File: config.mk
export PLATFORM = sky130hd
export DESIGN_NAME = biquad_iir_filter_top_flat
export DESIGN_NICKNAME = d
export VERILOG_FILES = /design/src/rtl/biq_pkg.sv /design/src/rtl/biq_stream_if.sv /design/src/rtl/biq_cfg_regs.sv /design/src/rtl/biq_sequencer.sv /design/src/rtl/biq_datapath.sv /design/src/rtl/biquad_iir_filter_top.sv /design/src/flat_wrapper.sv
export SDC_FILE = /design/constraint.sdc
export NUM_CORES = 2
export LEC_CHECK = 0
export ABC_CLOCK_PERIOD_IN_PS = 20600
export BUFFER_PORTS_ARGS = -buffer_cell sky130_fd_sc_hd__buf_2
export CAP_MARGIN = 20
export CORE_ASPECT_RATIO = 0.75
export CORE_UTILIZATION = 53
export DETAILED_ROUTE_END_ITERATION = 8
export HOLD_SLACK_MARGIN = 0.15
export PLACE_DENSITY = 0.8
export SETUP_SLACK_MARGIN = 0.15
export SLEW_MARGIN = 0
export SYNTH_ARGS = -nofsm -noshare
export SYNTH_HDL_FRONTEND = slang
export SYNTH_HIERARCHICAL = 1
export SYNTH_SLANG_ARGS = --single-unit
File: constraint.sdc
create_clock -name clk -period 20.6 [get_ports clk]
set_input_delay 4.12 -clock clk [delete_from_list [all_inputs] [get_ports clk]]
set_output_delay 4.12 -clock clk [all_outputs]
set_load 0.05 [all_outputs]
File: src/rtl/biq_pkg.sv
// Shared types, constants and the microcode program of the biquad filter.
package biq_pkg;

  // Data widths
  localparam int SAMPLE_WIDTH = 16;
  localparam int COEF_WIDTH   = 18;
  localparam int FRAC_BITS    = COEF_WIDTH - 2;
  localparam int PROD_WIDTH   = SAMPLE_WIDTH + COEF_WIDTH;
  localparam int PSUM_WIDTH   = SAMPLE_WIDTH + COEF_WIDTH + 2;
  localparam int ACC_WIDTH    = PSUM_WIDTH + 2;
  localparam int CFG_IDX_WIDTH = 3;
  localparam int PC_WIDTH     = 4;

  localparam logic signed [SAMPLE_WIDTH-1:0] SAMPLE_MAX = {1'b0, {(SAMPLE_WIDTH-1){1'b1}}};
  localparam logic signed [SAMPLE_WIDTH-1:0] SAMPLE_MIN = {1'b1, {(SAMPLE_WIDTH-1){1'b0}}};
  localparam logic signed [PSUM_WIDTH-1:0]   PSUM_MAX   = {1'b0, {(PSUM_WIDTH-1){1'b1}}};
  localparam logic signed [PSUM_WIDTH-1:0]   PSUM_MIN   = {1'b1, {(PSUM_WIDTH-1){1'b0}}};
  localparam logic signed [COEF_WIDTH-1:0]   COEF_ONE   = COEF_WIDTH'(1) << FRAC_BITS;

  // Register indexes
  typedef enum logic [CFG_IDX_WIDTH-1:0] {
    REG_COEF_B0     = 3'd0,
    REG_COEF_B1     = 3'd1,
    REG_COEF_B2     = 3'd2,
    REG_COEF_A1     = 3'd3,
    REG_COEF_A2     = 3'd4,
    REG_FORM_SELECT = 3'd5
  } reg_idx_t;

  typedef enum logic {
    FORM_DF1  = 1'b0,
    FORM_TDF2 = 1'b1
  } form_t;

  typedef struct packed {
    logic signed [COEF_WIDTH-1:0] b0;
    logic signed [COEF_WIDTH-1:0] b1;
    logic signed [COEF_WIDTH-1:0] b2;
    logic signed [COEF_WIDTH-1:0] a1;
    logic signed [COEF_WIDTH-1:0] a2;
    form_t                        form;
  } biq_cfg_t;

  // Control word fields
  typedef enum logic [2:0] {
    CS_B0, CS_B1, CS_B2, CS_A1, CS_A2
  } coef_sel_t;

  typedef enum logic [2:0] {
    OP_X, OP_X1, OP_X2, OP_Y1, OP_Y2, OP_Y
  } opnd_sel_t;

  typedef enum logic [2:0] {
    ACC_NOP, ACC_ZERO_ADD, ACC_ADD, ACC_SUB, ACC_PS1_ADD, ACC_PS2_ADD, ACC_PS2_SUB
  } acc_op_t;

  typedef enum logic [1:0] {
    JMP_NEXT, JMP_ALWAYS, JMP_FORM
  } jmp_t;

  typedef struct packed {
    coef_sel_t             mul_coef;
    opnd_sel_t             mul_opnd;
    acc_op_t               acc_op;
    logic                  y_load;     // y_r <= rounded acc (transposed form)
    logic                  ps2_prod;   // ps2_r <= product (holds b2*x)
    logic                  ps1_sat;    // ps1_r <= saturated acc
    logic                  ps2_sat;    // ps2_r <= saturated acc
    logic                  ycalc;      // emit rounded acc directly
    logic                  shift_df1;  // advance direct form 1 delay line
    logic                  emit;       // load output register
    logic                  wait_in;    // wait for an input request
    jmp_t                  jmp;
    logic [PC_WIDTH-1:0]   target;
  } ucode_t;

  typedef struct packed {
    ucode_t uc;
    logic   go;   // current step executes this cycle
  } biq_ctrl_t;

  // Program entry points
  localparam logic [PC_WIDTH-1:0] PC_WAIT = 4'd0;
  localparam logic [PC_WIDTH-1:0] PC_DF1  = 4'd1;
  localparam logic [PC_WIDTH-1:0] PC_TDF2 = 4'd8;

  // Microcode program ROM
  function automatic ucode_t biq_ucode(input logic [PC_WIDTH-1:0] pc);
    ucode_t uc;
    uc = '0;
    uc.mul_coef = CS_B0;
    uc.mul_opnd = OP_X;
    uc.acc_op   = ACC_NOP;
    uc.jmp      = JMP_NEXT;
    uc.target   = PC_WAIT;
    case (pc)
      PC_WAIT: begin
        uc.wait_in = 1'b1;
        uc.jmp     = JMP_FORM;
        uc.target  = PC_TDF2;
      end
      // direct form 1: acc = b0*x + b1*x1 + b2*x2 - a1*y1 - a2*y2
      PC_DF1: begin
        uc.mul_coef = CS_B0; uc.mul_opnd = OP_X;
      end
      PC_DF1 + 4'd1: begin
        uc.mul_coef = CS_B1; uc.mul_opnd = OP_X1; uc.acc_op = ACC_ZERO_ADD;
      end
      PC_DF1 + 4'd2: begin
        uc.mul_coef = CS_B2; uc.mul_opnd = OP_X2; uc.acc_op = ACC_ADD;
      end
      PC_DF1 + 4'd3: begin
        uc.mul_coef = CS_A1; uc.mul_opnd = OP_Y1; uc.acc_op = ACC_ADD;
      end
      PC_DF1 + 4'd4: begin
        uc.mul_coef = CS_A2; uc.mul_opnd = OP_Y2; uc.acc_op = ACC_SUB;
      end
      PC_DF1 + 4'd5: begin
        uc.acc_op = ACC_SUB;
      end
      PC_DF1 + 4'd6: begin
        uc.ycalc = 1'b1; uc.shift_df1 = 1'b1; uc.emit = 1'b1;
        uc.jmp = JMP_ALWAYS; uc.target = PC_WAIT;
      end
      // transposed direct form 2
      PC_TDF2: begin
        uc.mul_coef = CS_B0; uc.mul_opnd = OP_X;
      end
      PC_TDF2 + 4'd1: begin
        uc.mul_coef = CS_B1; uc.mul_opnd = OP_X; uc.acc_op = ACC_PS1_ADD;
      end
      PC_TDF2 + 4'd2: begin
        uc.mul_coef = CS_B2; uc.mul_opnd = OP_X; uc.acc_op = ACC_PS2_ADD;
        uc.y_load = 1'b1;
      end
      PC_TDF2 + 4'd3: begin
        uc.mul_coef = CS_A1; uc.mul_opnd = OP_Y; uc.ps2_prod = 1'b1;
      end
      PC_TDF2 + 4'd4: begin
        uc.mul_coef = CS_A2; uc.mul_opnd = OP_Y; uc.acc_op = ACC_SUB;
      end
      PC_TDF2 + 4'd5: begin
        uc.ps1_sat = 1'b1; uc.acc_op = ACC_PS2_SUB;
      end
      PC_TDF2 + 4'd6: begin
        uc.ps2_sat = 1'b1; uc.emit = 1'b1;
        uc.jmp = JMP_ALWAYS; uc.target = PC_WAIT;
      end
      default: begin
        uc.jmp = JMP_ALWAYS; uc.target = PC_WAIT;
      end
    endcase
    return uc;
  endfunction

endpackage

File: src/rtl/biq_stream_if.sv
// Valid/ready stream interfaces for the sample input and result channels.
interface biq_in_if;
  logic                                     valid;
  logic                                     ready;
  logic signed [biq_pkg::SAMPLE_WIDTH-1:0]  sample_in;

  modport source (output valid, output sample_in, input ready);
  modport sink   (input valid, input sample_in, output ready);
endinterface

interface biq_out_if;
  logic                                     valid;
  logic                                     ready;
  logic signed [biq_pkg::SAMPLE_WIDTH-1:0]  sample_out;
  logic                                     overflow;

  modport source (output valid, output sample_out, output overflow, input ready);
  modport sink   (input valid, input sample_out, input overflow, output ready);
endinterface

File: src/rtl/biq_cfg_regs.sv
// Coefficient and form select registers behind the write port.
module biq_cfg_regs (
  input  logic                                clk,
  input  logic                                rst_n,
  input  logic                                cfg_wr_en,
  input  logic [biq_pkg::CFG_IDX_WIDTH-1:0]   cfg_index,
  input  logic [biq_pkg::COEF_WIDTH-1:0]      cfg_data,
  output biq_pkg::biq_cfg_t                   cfg
);
  import biq_pkg::*;

  biq_cfg_t cfg_r, cfg_nxt;

  // Register write decode; unknown indexes are dropped
  always_comb begin
    cfg_nxt = cfg_r;
    if (cfg_wr_en) begin
      case (cfg_index)
        REG_COEF_B0:     cfg_nxt.b0 = cfg_data;
        REG_COEF_B1:     cfg_nxt.b1 = cfg_data;
        REG_COEF_B2:     cfg_nxt.b2 = cfg_data;
        REG_COEF_A1:     cfg_nxt.a1 = cfg_data;
        REG_COEF_A2:     cfg_nxt.a2 = cfg_data;
        REG_FORM_SELECT: cfg_nxt.form = form_t'(cfg_data[0]);
        default:         cfg_nxt = cfg_r;
      endcase
    end
  end

  always_ff @(posedge clk) begin
    if (!rst_n) begin
      cfg_r.b0   <= COEF_ONE;
      cfg_r.b1   <= '0;
      cfg_r.b2   <= '0;
      cfg_r.a1   <= '0;
      cfg_r.a2   <= '0;
      cfg_r.form <= FORM_DF1;
    end else begin
      cfg_r <= cfg_nxt;
    end
  end

  assign cfg = cfg_r;

endmodule

File: src/rtl/biq_sequencer.sv
// Step counter and program ROM that drive the biquad datapath.
module biq_sequencer (
  input  logic                clk,
  input  logic                rst_n,
  input  logic                in_valid,
  input  logic                out_busy,
  input  biq_pkg::form_t      form,
  output logic                in_ready,
  output biq_pkg::biq_ctrl_t  ctrl
);
  import biq_pkg::*;

  logic [PC_WIDTH-1:0] pc_r, pc_nxt;
  ucode_t              uc;
  logic                go;

  assign uc = biq_ucode(pc_r);

  // A step stalls while waiting for a request or for room in the output register
  assign go       = !(uc.wait_in && !in_valid) && !(uc.emit && out_busy);
  assign in_ready = uc.wait_in;

  // Next step address
  always_comb begin
    pc_nxt = pc_r;
    if (go) begin
      case (uc.jmp)
        JMP_NEXT:   pc_nxt = pc_r + 1'b1;
        JMP_ALWAYS: pc_nxt = uc.target;
        JMP_FORM:   pc_nxt = (form == FORM_TDF2) ? uc.target : pc_r + 1'b1;
        default:    pc_nxt = PC_WAIT;
      endcase
    end
  end

  always_ff @(posedge clk) begin
    if (!rst_n) begin
      pc_r <= PC_WAIT;
    end else begin
      pc_r <= pc_nxt;
    end
  end

  assign ctrl.uc = uc;
  assign ctrl.go = go;

  // Checks
  a_accept_leaves_wait: assert property (@(posedge clk) disable iff (!rst_n)
    (in_valid && in_ready) |=> (pc_r != PC_WAIT))
    else $error("sequencer stayed in wait step after accepting a request");

  a_emit_returns: assert property (@(posedge clk) disable iff (!rst_n)
    (go && uc.emit) |=> (pc_r == PC_WAIT))
    else $error("sequencer did not return to wait step after emitting");

  a_stall_holds: assert property (@(posedge clk) disable iff (!rst_n)
    !go |=> $stable(pc_r))
    else $error("step counter moved during a stall");

endmodule

File: src/rtl/biq_datapath.sv
// Shared multiplier, accumulator, filter state and output register.
module biq_datapath (
  input  logic                                   clk,
  input  logic                                   rst_n,
  input  biq_pkg::biq_ctrl_t                     ctrl,
  input  biq_pkg::biq_cfg_t                      cfg,
  input  logic signed [biq_pkg::SAMPLE_WIDTH-1:0] in_sample,
  input  logic                                   out_ready,
  output logic                                   out_valid,
  output logic signed [biq_pkg::SAMPLE_WIDTH-1:0] out_sample,
  output logic                                   out_overflow,
  output logic                                   out_busy
);
  import biq_pkg::*;

  localparam logic signed [ACC_WIDTH-1:0] ROUND_HALF = ACC_WIDTH'(1) << (FRAC_BITS - 1);

  ucode_t uc;
  logic   go;

  logic signed [SAMPLE_WIDTH-1:0] x_r, x1_r, x2_r, y1_r, y2_r, y_r;
  logic signed [SAMPLE_WIDTH-1:0] x_nxt, x1_nxt, x2_nxt, y1_nxt, y2_nxt, y_nxt;
  logic signed [PSUM_WIDTH-1:0]   ps1_r, ps2_r, ps1_nxt, ps2_nxt;
  logic signed [PROD_WIDTH-1:0]   prod_r, prod_nxt;
  logic signed [ACC_WIDTH-1:0]    acc_r, acc_nxt;
  logic                           ovf_r, ovf_nxt;
  logic                           out_valid_r, out_valid_nxt;
  logic signed [SAMPLE_WIDTH-1:0] out_sample_r, out_sample_nxt;
  logic                           out_ovf_r, out_ovf_nxt;

  logic signed [COEF_WIDTH-1:0]   coef_op;
  logic signed [SAMPLE_WIDTH-1:0] opnd_op;
  logic signed [ACC_WIDTH-1:0]    prod_ext, ps1_ext, ps2_ext, base, rnd, yq;
  logic [ACC_WIDTH-SAMPLE_WIDTH:0] y_hi;
  logic [ACC_WIDTH-PSUM_WIDTH:0]   p_hi;
  logic                           y_ovf, p_ovf;
  logic signed [SAMPLE_WIDTH-1:0] y_sat, y_emit;
  logic signed [PSUM_WIDTH-1:0]   p_sat;
  logic                           ovf_emit;

  assign uc = ctrl.uc;
  assign go = ctrl.go;

  // Multiplier operand selection
  always_comb begin
    case (uc.mul_coef)
      CS_B0:   coef_op = cfg.b0;
      CS_B1:   coef_op = cfg.b1;
      CS_B2:   coef_op = cfg.b2;
      CS_A1:   coef_op = cfg.a1;
      CS_A2:   coef_op = cfg.a2;
      default: coef_op = '0;
    endcase
    case (uc.mul_opnd)
      OP_X:    opnd_op = x_r;
      OP_X1:   opnd_op = x1_r;
      OP_X2:   opnd_op = x2_r;
      OP_Y1:   opnd_op = y1_r;
      OP_Y2:   opnd_op = y2_r;
      OP_Y:    opnd_op = y_r;
      default: opnd_op = '0;
    endcase
  end

  assign prod_nxt = coef_op * opnd_op;

  // Sign extension to accumulator width
  assign prod_ext = {{(ACC_WIDTH-PROD_WIDTH){prod_r[PROD_WIDTH-1]}}, prod_r};
  assign ps1_ext  = {{(ACC_WIDTH-PSUM_WIDTH){ps1_r[PSUM_WIDTH-1]}}, ps1_r};
  assign ps2_ext  = {{(ACC_WIDTH-PSUM_WIDTH){ps2_r[PSUM_WIDTH-1]}}, ps2_r};

  // Accumulator
  always_comb begin
    case (uc.acc_op)
      ACC_ZERO_ADD, ACC_NOP: base = '0;
      ACC_ADD, ACC_SUB:      base = acc_r;
      ACC_PS1_ADD:           base = ps1_ext;
      ACC_PS2_ADD,
      ACC_PS2_SUB:           base = ps2_ext;
      default:               base = '0;
    endcase
    case (uc.acc_op)
      ACC_NOP:                  acc_nxt = acc_r;
      ACC_SUB, ACC_PS2_SUB:     acc_nxt = base - prod_ext;
      default:                  acc_nxt = base + prod_ext;
    endcase
  end

  // Round half up and saturate the accumulator to a sample
  assign rnd   = acc_r + ROUND_HALF;
  assign yq    = rnd >>> FRAC_BITS;
  assign y_hi  = yq[ACC_WIDTH-1:SAMPLE_WIDTH-1];
  assign y_ovf = !((&y_hi) || !(|y_hi));
  assign y_sat = y_ovf ? (yq[ACC_WIDTH-1] ? SAMPLE_MIN : SAMPLE_MAX) : yq[SAMPLE_WIDTH-1:0];

  // Saturate the accumulator to a partial sum
  assign p_hi  = acc_r[ACC_WIDTH-1:PSUM_WIDTH-1];
  assign p_ovf = !((&p_hi) || !(|p_hi));
  assign p_sat = p_ovf ? (acc_r[ACC_WIDTH-1] ? PSUM_MIN : PSUM_MAX) : acc_r[PSUM_WIDTH-1:0];

  assign y_emit   = uc.ycalc ? y_sat : y_r;
  assign ovf_emit = ovf_r || (uc.ycalc && y_ovf) || (uc.ps2_sat && p_ovf);

  // State and flag updates
  always_comb begin
    x_nxt   = x_r;
    x1_nxt  = x1_r;
    x2_nxt  = x2_r;
    y1_nxt  = y1_r;
    y2_nxt  = y2_r;
    y_nxt   = y_r;
    ps1_nxt = ps1_r;
    ps2_nxt = ps2_r;
    ovf_nxt = ovf_r;
    if (go) begin
      if (uc.wait_in) begin
        x_nxt   = in_sample;
        ovf_nxt = 1'b0;
      end
      if (uc.y_load) begin
        y_nxt   = y_sat;
        ovf_nxt = ovf_r || y_ovf;
      end
      if (uc.ps2_prod) begin
        ps2_nxt = {{(PSUM_WIDTH-PROD_WIDTH){prod_r[PROD_WIDTH-1]}}, prod_r};
      end
      if (uc.ps1_sat) begin
        ps1_nxt = p_sat;
        ovf_nxt = ovf_r || p_ovf;
      end
      if (uc.ps2_sat) begin
        ps2_nxt = p_sat;
      end
      if (uc.shift_df1) begin
        x2_nxt = x1_r;
        x1_nxt = x_r;
        y2_nxt = y1_r;
        y1_nxt = y_emit;
      end
    end
  end

  // Output register
  always_comb begin
    out_valid_nxt  = out_valid_r && !out_ready;
    out_sample_nxt = out_sample_r;
    out_ovf_nxt    = out_ovf_r;
    if (go && uc.emit) begin
      out_valid_nxt  = 1'b1;
      out_sample_nxt = y_emit;
      out_ovf_nxt    = ovf_emit;
    end
  end

  always_ff @(posedge clk) begin
    if (!rst_n) begin
      x1_r        <= '0;
      x2_r        <= '0;
      y1_r        <= '0;
      y2_r        <= '0;
      ps1_r       <= '0;
      ps2_r       <= '0;
      out_valid_r <= 1'b0;
    end else begin
      x1_r        <= x1_nxt;
      x2_r        <= x2_nxt;
      y1_r        <= y1_nxt;
      y2_r        <= y2_nxt;
      ps1_r       <= ps1_nxt;
      ps2_r       <= ps2_nxt;
      out_valid_r <= out_valid_nxt;
    end
  end

  // Working registers, no reset
  always_ff @(posedge clk) begin
    x_r          <= x_nxt;
    y_r          <= y_nxt;
    ovf_r        <= ovf_nxt;
    out_sample_r <= out_sample_nxt;
    out_ovf_r    <= out_ovf_nxt;
    if (go) begin
      prod_r <= prod_nxt;
      acc_r  <= acc_nxt;
    end
  end

  assign out_valid    = out_valid_r;
  assign out_sample   = out_sample_r;
  assign out_overflow = out_ovf_r;
  assign out_busy     = out_valid_r && !out_ready;

endmodule

File: src/rtl/biquad_iir_filter_top.sv
// Biquad IIR section top level: config registers, microcode sequencer, datapath.
//
// in_chan carries signed samples (valid/ready); out_chan returns one filtered,
// rounded and saturated sample per input with an overflow flag. Coefficients
// b0, b1, b2, a1, a2 (signed Q2.16) and form_select (0 direct form 1,
// 1 transposed direct form 2) are written through cfg_wr_en/cfg_index/cfg_data
// while the block is idle; a write takes effect from the next sample.
// Each sample passes from the request to the result being loaded into the
// output register through one wait step plus seven program steps that share a
// single 18x16 multiplier and one accumulator. A new sample is taken only once
// the program is back at its wait step, as either form needs five products on
// that one multiplier. The output register lets the next request be accepted
// while a result waits; if the receiver stalls, the program holds at its emit
// step. Reset restores b0 = 1.0, the other coefficients to zero, direct form 1,
// and clears both forms' delay and partial-sum state; no clearing pass.
module biquad_iir_filter_top (
  input  logic                               clk,
  input  logic                               rst_n,
  biq_in_if.sink                             in_chan,
  biq_out_if.source                          out_chan,
  input  logic                               cfg_wr_en,
  input  logic [biq_pkg::CFG_IDX_WIDTH-1:0]  cfg_index,
  input  logic [biq_pkg::COEF_WIDTH-1:0]     cfg_data
);
  import biq_pkg::*;

  biq_cfg_t  cfg;
  biq_ctrl_t ctrl;
  logic      out_busy;

  biq_cfg_regs u_cfg_regs (
    .clk       (clk),
    .rst_n     (rst_n),
    .cfg_wr_en (cfg_wr_en),
    .cfg_index (cfg_index),
    .cfg_data  (cfg_data),
    .cfg       (cfg)
  );

  biq_sequencer u_sequencer (
    .clk      (clk),
    .rst_n    (rst_n),
    .in_valid (in_chan.valid),
    .out_busy (out_busy),
    .form     (cfg.form),
    .in_ready (in_chan.ready),
    .ctrl     (ctrl)
  );

  biq_datapath u_datapath (
    .clk          (clk),
    .rst_n        (rst_n),
    .ctrl         (ctrl),
    .cfg          (cfg),
    .in_sample    (in_chan.sample_in),
    .out_ready    (out_chan.ready),
    .out_valid    (out_chan.valid),
    .out_sample   (out_chan.sample_out),
    .out_overflow (out_chan.overflow),
    .out_busy     (out_busy)
  );

endmodule
File: src/flat_wrapper.sv
// flat-port wrapper written by rule: the top's interface ports become plain ports
module biquad_iir_filter_top_flat import biq_pkg::*;
  (clk, rst_n, cfg_wr_en, cfg_index, cfg_data, in_chan_valid, in_chan_sample_in, in_chan_ready, out_chan_valid, out_chan_sample_out, out_chan_overflow, out_chan_ready);
  biq_in_if in_chan_i ();
  biq_out_if out_chan_i ();
  input  logic clk;
  input  logic rst_n;
  input  logic cfg_wr_en;
  input  logic [biq_pkg::CFG_IDX_WIDTH-1:0] cfg_index;
  input  logic [biq_pkg::COEF_WIDTH-1:0] cfg_data;
  input wire logic [$bits(in_chan_i.valid)-1:0] in_chan_valid;
  input wire logic [$bits(in_chan_i.sample_in)-1:0] in_chan_sample_in;
  output wire logic [$bits(in_chan_i.ready)-1:0] in_chan_ready;
  output wire logic [$bits(out_chan_i.valid)-1:0] out_chan_valid;
  output wire logic [$bits(out_chan_i.sample_out)-1:0] out_chan_sample_out;
  output wire logic [$bits(out_chan_i.overflow)-1:0] out_chan_overflow;
  input wire logic [$bits(out_chan_i.ready)-1:0] out_chan_ready;
  assign in_chan_i.valid = in_chan_valid;
  assign in_chan_i.sample_in = in_chan_sample_in;
  assign in_chan_ready = in_chan_i.ready;
  assign out_chan_valid = out_chan_i.valid;
  assign out_chan_sample_out = out_chan_i.sample_out;
  assign out_chan_overflow = out_chan_i.overflow;
  assign out_chan_i.ready = out_chan_ready;
  biquad_iir_filter_top u_core (.clk(clk), .rst_n(rst_n), .in_chan(in_chan_i), .out_chan(out_chan_i), .cfg_wr_en(cfg_wr_en), .cfg_index(cfg_index), .cfg_data(cfg_data));
endmodule
==> summary by stage <==
Global routing
Across every metal layer, demand over resource in global routing totals 27.48%. The number of antenna violations at the first check in global routing is 2. Entering global routing, the biggest net connects 104 pins. The via count of the first global-routing pass was 22.37k. The first-pass GRT wire length is ~120000 um. The sum of overflow across all layers after global routing is 0.

Critical path
Counting buffers and inverters, the worst setup path is 29 cells deep. The required time of the critical path is ~21 ns. The worst reg2reg path depth is 29. The worst setup path is launched from a flop.

Together, buffers and inverters on the worst path number 7. The worst setup path is of the reg -> reg kind. The type of destination of the critical path is a flop. In this design, the largest share of critical-path delay is due to adder cells. Tracing the worst setup path back leads to its startpoint at u_core/u_sequencer/pc_r[0]$_SDFFE_PN0P_.

In this run the worst path has a maximum fanout of 20. At the worst endpoint, the arrival time is 10.07 ns. The stage delay of the slowest cell on the critical path is 0.86 ns.

The worst-path cell with the longest stage delay is sky130_fd_sc_hd__o41ai_1. The startpoint identified for the worst register-to-register timing path is u_core/u_sequencer/pc_r[0]$_SDFFE_PN0P_.

Layout
0 antenna diodes ended up in the layout. In the final design database the tool counted about 3.6k nets. The final core utilization is 58.13%. Leaving out fill and tap cells, the most frequent cells in the layout are sky130_fd_sc_hd__nand2_1, sky130_fd_sc_hd__inv_1, sky130_fd_sc_hd__fa_1, sky130_fd_sc_hd__nor2_1, sky130_fd_sc_hd__dfxtp_1. The proportion of layout cells with a drive suffix above 1 is 8.761%.

The area growth from synthesis to layout is 7.684%. The most common cell after layout, fill and taps aside is sky130_fd_sc_hd__nand2_1. The fill cell instance count of the final layout is 4589.

Clock network
The clock tree root driver cell is sky130_fd_sc_hd__clkbuf_16. The number of setup buffers added after CTS is 0. The maximum clock insertion buffer count is 3. The number of gates resized after cts is 0. In this run the number of H-tree levels came out at 2. The number of clock sinks is 354. The clock tree from TritonCTS is done. Counting the buffers created by CTS gives 37. The clock latency on the worst-skew pair is 0.59 ns. Buffers inserted to repair hold after CTS numbered 0. The clock-pin transition on the worst setup and hold timing paths is 0.06 ns.

Placed design
After legalization and detailed placement, the total HPWL measured roughly 57000 um. The number of buffers added on ports is 60. Routability-driven placement finished with a final weighted congestion of 0.9567.

Routing
The residual DRC count is 8. In the final routed layout, each cell accounts on average for 19.96 um. The count of nets left with antenna violations once routing finished came out at 0. The average via count per standard cell is ~6.0. The first TritonRoute pass finished after 9 iterations.

The routed layout has 23.56k vias. The post-detailed-routing wire length is about 78000 um. After the first detailed-routing iteration, the DRC count stood at 2356.

Floorplanning
The number of core rows is 74. In this run the vertical extent of the chip is 206.6 um. The die is 274.8 um wide.

The floorplan step defined a die boundary enclosing 56780 um2. The region available for standard cell placement spans 54810 um2. The effective utilization at floorplan is 53.98%. The I/O pin total is 61.

Run status
The run finished, with violations left. The final reports fail on design-rule violations.

Timing
For this run, the top clock speed supported by timing is 0.1026 GHz. The number of hold-slack violations in the final timing report is 0. The worst slew margin relative to its limit is between 20 and 30%. The final critical-path share of the clock period is around 47%.

Setup repair after global routing left no endpoint under its margin. On the final layout, the worst clock skew is 0.02084 ns. Adding up every negative setup slack in the final design gives 0 ns.

The number of pins with negative max-slew slack in the final report is 0. The time the worst path needs with I/O delays and setup is ~9.7 ns. Setup violations remaining at the end of the flow were counted as 0. The slew at the pin with the worst max-slew slack is approximately 1.1 ns.

Min path
The worst hold path was traced through 2 stages. The worst hold-check path type is reg -> reg. The origin of the worst min-delay path is u_core/u_cfg_regs/cfg[65]$_SDFFE_PN0P_.

Synth
Counting every net in the synthesized netlist gives about 3.6k. The cell count after synthesis is approximately 3.2k. The synthesized netlist occupies a cell area of 29590 um2. The average instance in the mapped netlist occupies 9.304 um2. The number of warnings reported in the yosys synthesis log is 6.

Power
The worst ir drop on vdd is about 0.19 mV. Summed over all cells, the static leakage comes to approximately 14 nW. Dividing total power by cell area gives a power density of around 160 nW/um2.

Job
The number of max-cap violations is 0.
-- registers in the layout, summed over array words and instances (netlist names) --
name / flops
u_core/u_datapath/out_sample: 16
u_core/u_cfg_regs/cfg: 91
u_core/u_datapath/y2_r: 16
u_core/u_datapath/ps1_r: 36
u_core/u_datapath/ovf_r: 1
u_core/u_datapath/y_r: 16
u_core/u_datapath/prod_r: 34
u_core/u_datapath/ps2_r: 36
u_core/u_datapath/x2_r: 16
u_core/u_sequencer/pc_r: 4
u_core/u_datapath/acc_r: 38
u_core/u_datapath/y1_r: 16
u_core/u_datapath/x1_r: 16
u_core/u_datapath/out_overflow: 1
u_core/u_datapath/x_r: 16
u_core/u_datapath/out_valid: 1
-- metrics by stage --
step	instances	power [mW]	worst slack [ns]	hold WS [ns]	area, um2
floorplan	3180	3.401	12.33	0.4341	29590
global placement	3847	4.168	11.22	0.4421	30540
detailed placement	3847	4.234	10.97	0.4472	30540
CTS	3915	4.992	10.96	0.4570	31830
global route	3918	5.425	10.36	0.4700	31860
finish	3918	5.044	10.86	0.4581	31860
-- cell type report --
| cell class | instances | area (um2) | share of cell area (%) |
|---|---|---|---|
| clock buffers | 41 | 950.9 | 2.985 |
| clock inverters | 27 | 336.6 | 1.056 |
| inverters | 365 | 1370 | 4.300 |
| multi-input cells | 2290 | 19230 | 60.37 |
| flip-flops and latches | 354 | 8308 | 26.08 |
| well taps | 722 | 903.4 | 2.835 |
| repair buffers | 119 | 757.0 | 2.376 |
-- final timing paths --
check | to | slack [ns]
hold / removal | u_core/u_cfg_regs/cfg[65]$_SDFFE_PN0P_ | 0.46
hold reg to reg | u_core/u_cfg_regs/cfg[65]$_SDFFE_PN0P_ | 0.46
setup reg to reg | u_core/u_datapath/prod_r[31]$_DFFE_PP_ | 10.86
setup / recovery | u_core/u_datapath/prod_r[31]$_DFFE_PP_ | 10.86
-- metal layers --
| layer | routed length, um | part of all wire, % | GRT usage [%] | vias to the layer above |
|---|---|---|---|---|
| li1 | - | - | - | 10710 |
| met1 | 33320 | 43 | 39.39 | 11380 |
| met2 | 33020 | 42 | 39.92 | 1275 |
| met3 | 9308 | 12 | 7.565 | 196 |
| met4 | 2545 | 3.3 | 9.274 | 2 |
| met5 | 11 | 0.014 | 0 | - |
-- worst register-to-register path: cells and delay by family, from the launching register on --
family	cells	cell delay, ns
compound gates	6	1.92
fa+ha+maj	8	4.13
buf+inv	7	0.91
flops	1	0.36
mux	1	0.12
simple gates	7	2.04
-- power by group --
group,internal (mW),switching (mW),total [mW],leakage [nW]
clock network,0.404,0.311,0.715,0.619
logic,1.23,2.05,3.28,10.6
registers,0.934,0.116,1.05,3.03
Note: power is estimated with default switching activity, not from simulation.
